--- config.mk ---
export PLATFORM = sky130hd
export DESIGN_NAME = slet_cell
export DESIGN_NICKNAME = d
export VERILOG_FILES = /design/src/rtl/core/slet_pkg.sv /design/src/rtl/core/slet_cell.sv
export SDC_FILE = /design/constraint.sdc
export NUM_CORES = 1
export LEC_CHECK = 0
export ABC_AREA = 1
export BUFFER_PORTS_ARGS = -buffer_cell sky130_fd_sc_hd__buf_2
export CORE_AREA = 3 3 107 109
export DETAILED_ROUTE_END_ITERATION = 10
export DIE_AREA = 0 0 110 112
export HOLD_SLACK_MARGIN = 0.02
export PLACE_DENSITY = 0.73
export REMOVE_ABC_BUFFERS = 1
export SYNTH_ARGS = -nofsm -noshare
export SYNTH_HDL_FRONTEND = slang
export SYNTH_SLANG_ARGS = --single-unit
--- constraint.sdc ---
create_clock -name clk_i -period 13.7 [get_ports clk_i]
set_input_delay 2.055 -clock clk_i [delete_from_list [all_inputs] [get_ports clk_i]]
set_output_delay 2.055 -clock clk_i [all_outputs]
set_load 0.01 [all_outputs]
--- src/rtl/core/slet_pkg.sv ---
// ---------------------------------------------------------------------------
// slet_pkg: shared types and constants of the sorted leaf entry table
// Entry layout, command, status and sequencer codes, and chain dimensions.
// ---------------------------------------------------------------------------
`default_nettype none

package slet_pkg;

  // Table dimensions; one spare cell holds the extra entry during a split
  localparam int unsigned CAPACITY = 64;
  localparam int unsigned NCELL    = CAPACITY + 1;

  // Field widths
  localparam int unsigned KEY_W  = 32;
  localparam int unsigned PAGE_W = 31;
  localparam int unsigned SLOT_W = 16;
  localparam int unsigned IDX_W  = 7;
  localparam int unsigned CNT_W  = 7;
  localparam int unsigned STS_W  = 3;
  localparam int unsigned CMD_W  = 2;

  // Read-select tree: cells per first-level group
  localparam int unsigned GRP  = 8;
  localparam int unsigned NGRP = (NCELL + GRP - 1) / GRP;

  typedef struct packed {
    logic signed [KEY_W-1:0] key;
    logic [PAGE_W-1:0]       page;
    logic [SLOT_W-1:0]       slot;
  } entry_t;

  // Broadcast control into one cell
  typedef struct packed {
    logic ins_en;  // insert step: shift up or take the new entry
    logic occ;     // cell lies below the held count
  } cell_ctrl_t;

  // Registered compare result of one cell
  typedef struct packed {
    logic lt;      // occupied and stored key below search key
    logic eq;      // occupied and stored key equals search key
  } cell_flags_t;

  typedef enum logic [CMD_W-1:0] {
    CMD_INSERT = 2'd0,
    CMD_LOCATE = 2'd1,
    CMD_READ   = 2'd2,
    CMD_SPLIT  = 2'd3
  } cmd_e;

  typedef enum logic [STS_W-1:0] {
    STS_OK        = 3'd0,
    STS_NOT_FOUND = 3'd1,
    STS_FULL      = 3'd2,
    STS_DUP       = 3'd3,
    STS_BAD_INDEX = 3'd4,
    STS_ZERO_KEY  = 3'd5
  } status_e;

  typedef enum logic [2:0] {
    S_IDLE = 3'd0,
    S_CMP  = 3'd1,
    S_EXEC = 3'd2,
    S_ESEL = 3'd3,
    S_EOUT = 3'd4
  } state_e;

endpackage

`default_nettype wire

--- src/rtl/core/slet_cell.sv ---
// ---------------------------------------------------------------------------
// slet_cell: one entry slot of the sorted chain
// Holds an entry, compares it with the search key and, on an insert step,
// takes its lower neighbor's entry or the new entry.
// ---------------------------------------------------------------------------
`default_nettype none

module slet_cell import slet_pkg::*; (
  input  wire logic                    clk_i,
  input  wire logic                    rst_ni,
  input  wire cell_ctrl_t              ctrl_i,
  input  wire logic                    prev_lt_i,
  input  wire logic signed [KEY_W-1:0] srch_key_i,
  input  wire entry_t                  new_i,
  input  wire entry_t                  prev_i,
  output      entry_t                  entry_o,
  output      cell_flags_t             flags_o
);

  entry_t      entry_q;
  cell_flags_t flags_q;

  // Compare against the search key every cycle
  always_ff @(posedge clk_i or negedge rst_ni) begin
    if (!rst_ni) begin
      flags_q <= '0;
    end else begin
      flags_q.lt <= ctrl_i.occ && ($signed(entry_q.key) < $signed(srch_key_i));
      flags_q.eq <= ctrl_i.occ && (entry_q.key == srch_key_i);
    end
  end

  // Insert step: cells above the insert point shift up, the cell at it loads
  always_ff @(posedge clk_i) begin
    if (ctrl_i.ins_en) begin
      if (!prev_lt_i) begin
        entry_q <= prev_i;
      end else if (!flags_q.lt) begin
        entry_q <= new_i;
      end
    end
  end

  assign entry_o = entry_q;
  assign flags_o = flags_q;

endmodule

`default_nettype wire

# ---- Yosys cells after proc, flatten, opt, wreduce, memory -nomap -nowiden
# Index checks and enable logic that the tools add are counted.
dict set report op_classes {
  n_lt_le_gt_ge 1
  reduce_logical 3
  eq_ne 2
  n_mux 2
}
# operator n
set op_table {}
lappend op_table {{79-bit two-way mux} 2}
lappend op_table {{32-bit equality test} 1}
lappend op_table {{32-bit less-than comparator} 1}
lappend op_table {{1-bit logical AND} 2}
lappend op_table {{2-bit != test, second input constant} 1}
lappend op_table {{2-bit AND reduction} 1}
dict set report totals {
  elab_cells 13
  register_bits 81
}

# ---- Logic depth before layout (Yosys ltp)
dict set report depth {
  ltp_word 2
  mapped_depth 15
  depth_no_buf 15
}

# ---- Least setup slack after synthesis
# OpenSTA, ideal clock, no wires.
dict set report synth_path {
  path_type {input port to flip-flop}
  from {in prev_lt_i}
  to {reg entry_q, in the netlist entry_o[0], enable pin}
  setup_slack_ns 5.009
  setup_ns 0.638
  t_arrival_ns 8.053
  cell_stages 3
  t_required_ns 13.062
  path_cell_list {buf_2 > buf_2 > a21boi_0}
}
dict set report synth_via {
  elab_chain_cells 2
}
# item line
set synth_rtl {}
lappend synth_rtl {{start: declaration} slet_cell.sv:12} ;# input wire logic prev_lt_i,
lappend synth_rtl {{2-bit != test (no source line)} --}
lappend synth_rtl {{2-bit AND reduction (no source line)} --}
lappend synth_rtl {{end signal: assignment} slet_cell.sv:37} ;# entry_q <= prev_i;
lappend synth_rtl {{end signal: assignment} slet_cell.sv:39} ;# entry_q <= new_i;
lappend synth_rtl {{end: declaration} slet_cell.sv:20} ;# entry_t entry_q;
# Every way passes these cells.
# A chain may end at the register's enable or synchronous reset.

# ---- Worst setup path after layout
dict set report layout_path {
  from {in prev_lt_i}
  to {reg entry_q, in the netlist entry_o[55] (data pin)}
}
dict set report layout_via {
  elab_chain_cells 1
}
# item line
set layout_rtl {}
lappend layout_rtl {{79-bit two-way mux} slet_cell.sv:36} ;# if (!prev_lt_i) begin
# Every way passes these cells.

==> results_dict.tcl <==
set metrics [dict create \
    finalSetupViolations 0 \
    die_h_um 112 \
    setup_slack_ns 10.32 \
    synth_seq_cells 81 \
    period_share_pct 24.7 \
    hold_depth 4 \
    grt_max_degree 80 \
    ioPinCount 276 \
    end_kind "flip-flop" \
    clockRootBuffer "clkbuf_8" \
    wl_per_cell_um 15.1 \
    crit_path_max_fanout 56 \
    fin_area_sq_mm 0.00598 \
    tritoncts "yes" \
    ff2ff_path_depth 2 \
    critPathLaunchType "input pin" \
    nNetsFinal 821 \
    syn_avg_cell_area_sq_um 13.6 \
    chipWidth_um 110 \
    ir_drop_mv 0.0656 \
    synth_area_sq_mm 0.00428 \
    place_area_sq_mm 0.00581 \
    path_depth 3 \
    cts.reportedPaths.clkPinSlew_ns 0.08 \
    pre_cts_ws_ns 9.94 \
    postCtsSetupRepairBufs 0 \
    min_period_ns 3.38 \
    insertion_delay_ns 0.34 \
    whs_ns 0.815 \
    drive_gt1_share_pct 63.7 \
    vias 3401 \
    cpMaxStageDelayCell "buf_4" \
    critical_path.max_stage_delay_ns 0.63 \
    crit_top_cell "buf_4" \
    fin_setup_tns_ns 0 \
    worst_ep_arrival_time_ns 3.48 \
    fin_util_pct 55.9 \
    cp_top_family "buffers and inverters" \
    p_leak_nw 2.91 \
    synth_area_leaders "edfxtp_1 (55%), mux2_2 (21%), ha_1 (9.4%)" \
    worst-slew-pin-transition_ns 1.02 \
    vias_per_cell 4.61 \
    status "finished, final reports clean" \
    path_cells "buf_4 -> buf_4 -> mux2_2" \
    drcViolationCount 0 \
    rows 38 \
    ant_nets 0 \
    grt_pass1_wl_um 16700 \
    dpl.hpwl_um 8950 \
    rsz0062_at_grt "no" \
    overflow 0 \
    cts_buffer_depth 2 \
    fin_skew_ns 0.0113 \
    syn_inst 315 \
    drt_iter0_markers 97 \
    synth_top_cell_by_area "edfxtp_1" \
    globalplace.congestion 0.806 \
    drtPass1Iterations 6 \
    slew_headroom_pct 32.2 \
    final_max_slew_viol_count 0 \
    grt_pass1_vias 3589 \
    cts_hold_buf 0 \
    max_freq_mhz 295 \
    start_util_pct 40.0 \
    grt.total_usage_pct 17.7 \
    synth_cell_type_count 25 \
    synth_top_area_share_pct 55.5 \
    diodes 0 \
    cts.sinks 81 \
    hold_path.class "flip-flop to flip-flop" \
    seq_area_frac_synth_pct 56.7 \
    core_sq_mm 0.0107 \
    critPathKind "input pin to flip-flop" \
    io_buffers 275 \
    cts_buffers 9 \
    totalWireLength_um 11100 \
    hold_viol_final 0 \
    dieArea_sq_mm 0.0123 \
    critPathBufInv 2 \
    yosys_warnings 0 \
    antenna_found_initial 1 \
    cap_violations 0 \
    ctsHtreeMaxLevel 3 \
    syn2layout_area_growth_pct 40.0 \
    cts_resized 0 \
    pwr_density_cell_mw_per_mm2 98.2 \
    cp.required_ns 13.80 \
]
layout by cell type (no fill, tap or decap), types with 3 or more instances in the layout:
cell / count
clkbuf_8: 9
edfxtp_1: 79
nor2_1: 7
ha_1: 32
inv_1: 39
a21oi_1: 13
mux2_2: 79
buf_2: 274
nand2_1: 34
buf_4: 3
state kept, by name, summed over array words and instances, names as in the netlist:
register,count
entry_o,79
flags_o,2
per-layer routing:
layer	vias up	GRT usage (%)	part of all wire, %
li1	1684	-	-
met1	1540	17.8	34
met2	160	33.1	54
met3	15	6.20	10
met4	2	5.82	1.5
met5	-	0	0.12
final cells by class:
type | count | area (sq um)
clock buffers | 10 | 128
well taps | 140 | 175
flip-flops and latches | 81 | 2420
repair buffers | 277 | 1390
multi-input cells | 184 | 1670
inverters | 41 | 154
clock inverters | 4 | 46.3
fillers | 907 | 4710
path summary, 6_finish.rpt:
| check | start | endpoint | slack [ns] |
|---|---|---|---|
| worst max-delay path | prev_lt_i | entry_o[55]$_DFFE_PP_ | 10.32 |
| worst min-delay path | entry_o[78]$_DFFE_PP_ | flags_o[1]$_DFF_PN0_ | 0.81 |
| worst max register to register | flags_o[1]$_DFF_PN0_ | entry_o[59]$_DFFE_PP_ | 11.92 |
| worst min register to register | entry_o[78]$_DFFE_PP_ | flags_o[1]$_DFF_PN0_ | 0.81 |
| max in group asynchronous | rst_ni | flags_o[1]$_DFF_PN0_ | 12.12 |
| min in group asynchronous | rst_ni | flags_o[0]$_DFF_PN0_ | 1.49 |
cell usage after synthesis, drive strengths merged:
library cell	instances
edfxtp	79
mux2	79
inv	41
nand2	36
ha	32
a21oi	15
buf	9
nor2	9
dfrtp	2
nand3	2
nand4	2
nor3	2
o21a	2
o21ai	2
a21boi	1
a21o	1
and3	1
through the flow:
step,instances,power (mW)
final,737,0.588
after global routing,737,0.620
after CTS,737,0.598
after detailed placement,723,0.433
after global placement,723,0.428
after floorplan,306,0.373
worst min-delay path, stage by stage, from the launching register on:
cell and delay (ns):
edfxtp_1 0.35, ha_1 0.18, inv_1 0.07, a21oi_1 0.12, nor2_1 0.05
logic make-up after synthesis:
| family | share of synthesized area, % |
|---|---|
| buffers and inverters | 4.65 |
| DFF | 56.7 |
| adders and majority gates | 9.36 |
| muxes | 20.8 |
| AOI/OAI and AO/OA | 3.04 |
| and+or+nand+nor | 5.47 |
power by group:
group | internal [mW] | switching, mW
Combinational | 0.0612 | 0.0589
Clock | 0.0814 | 0.0813
Sequential | 0.298 | 0.00735
Total | 0.440 | 0.148
Note: power is estimated with default switching activity, not from simulation.
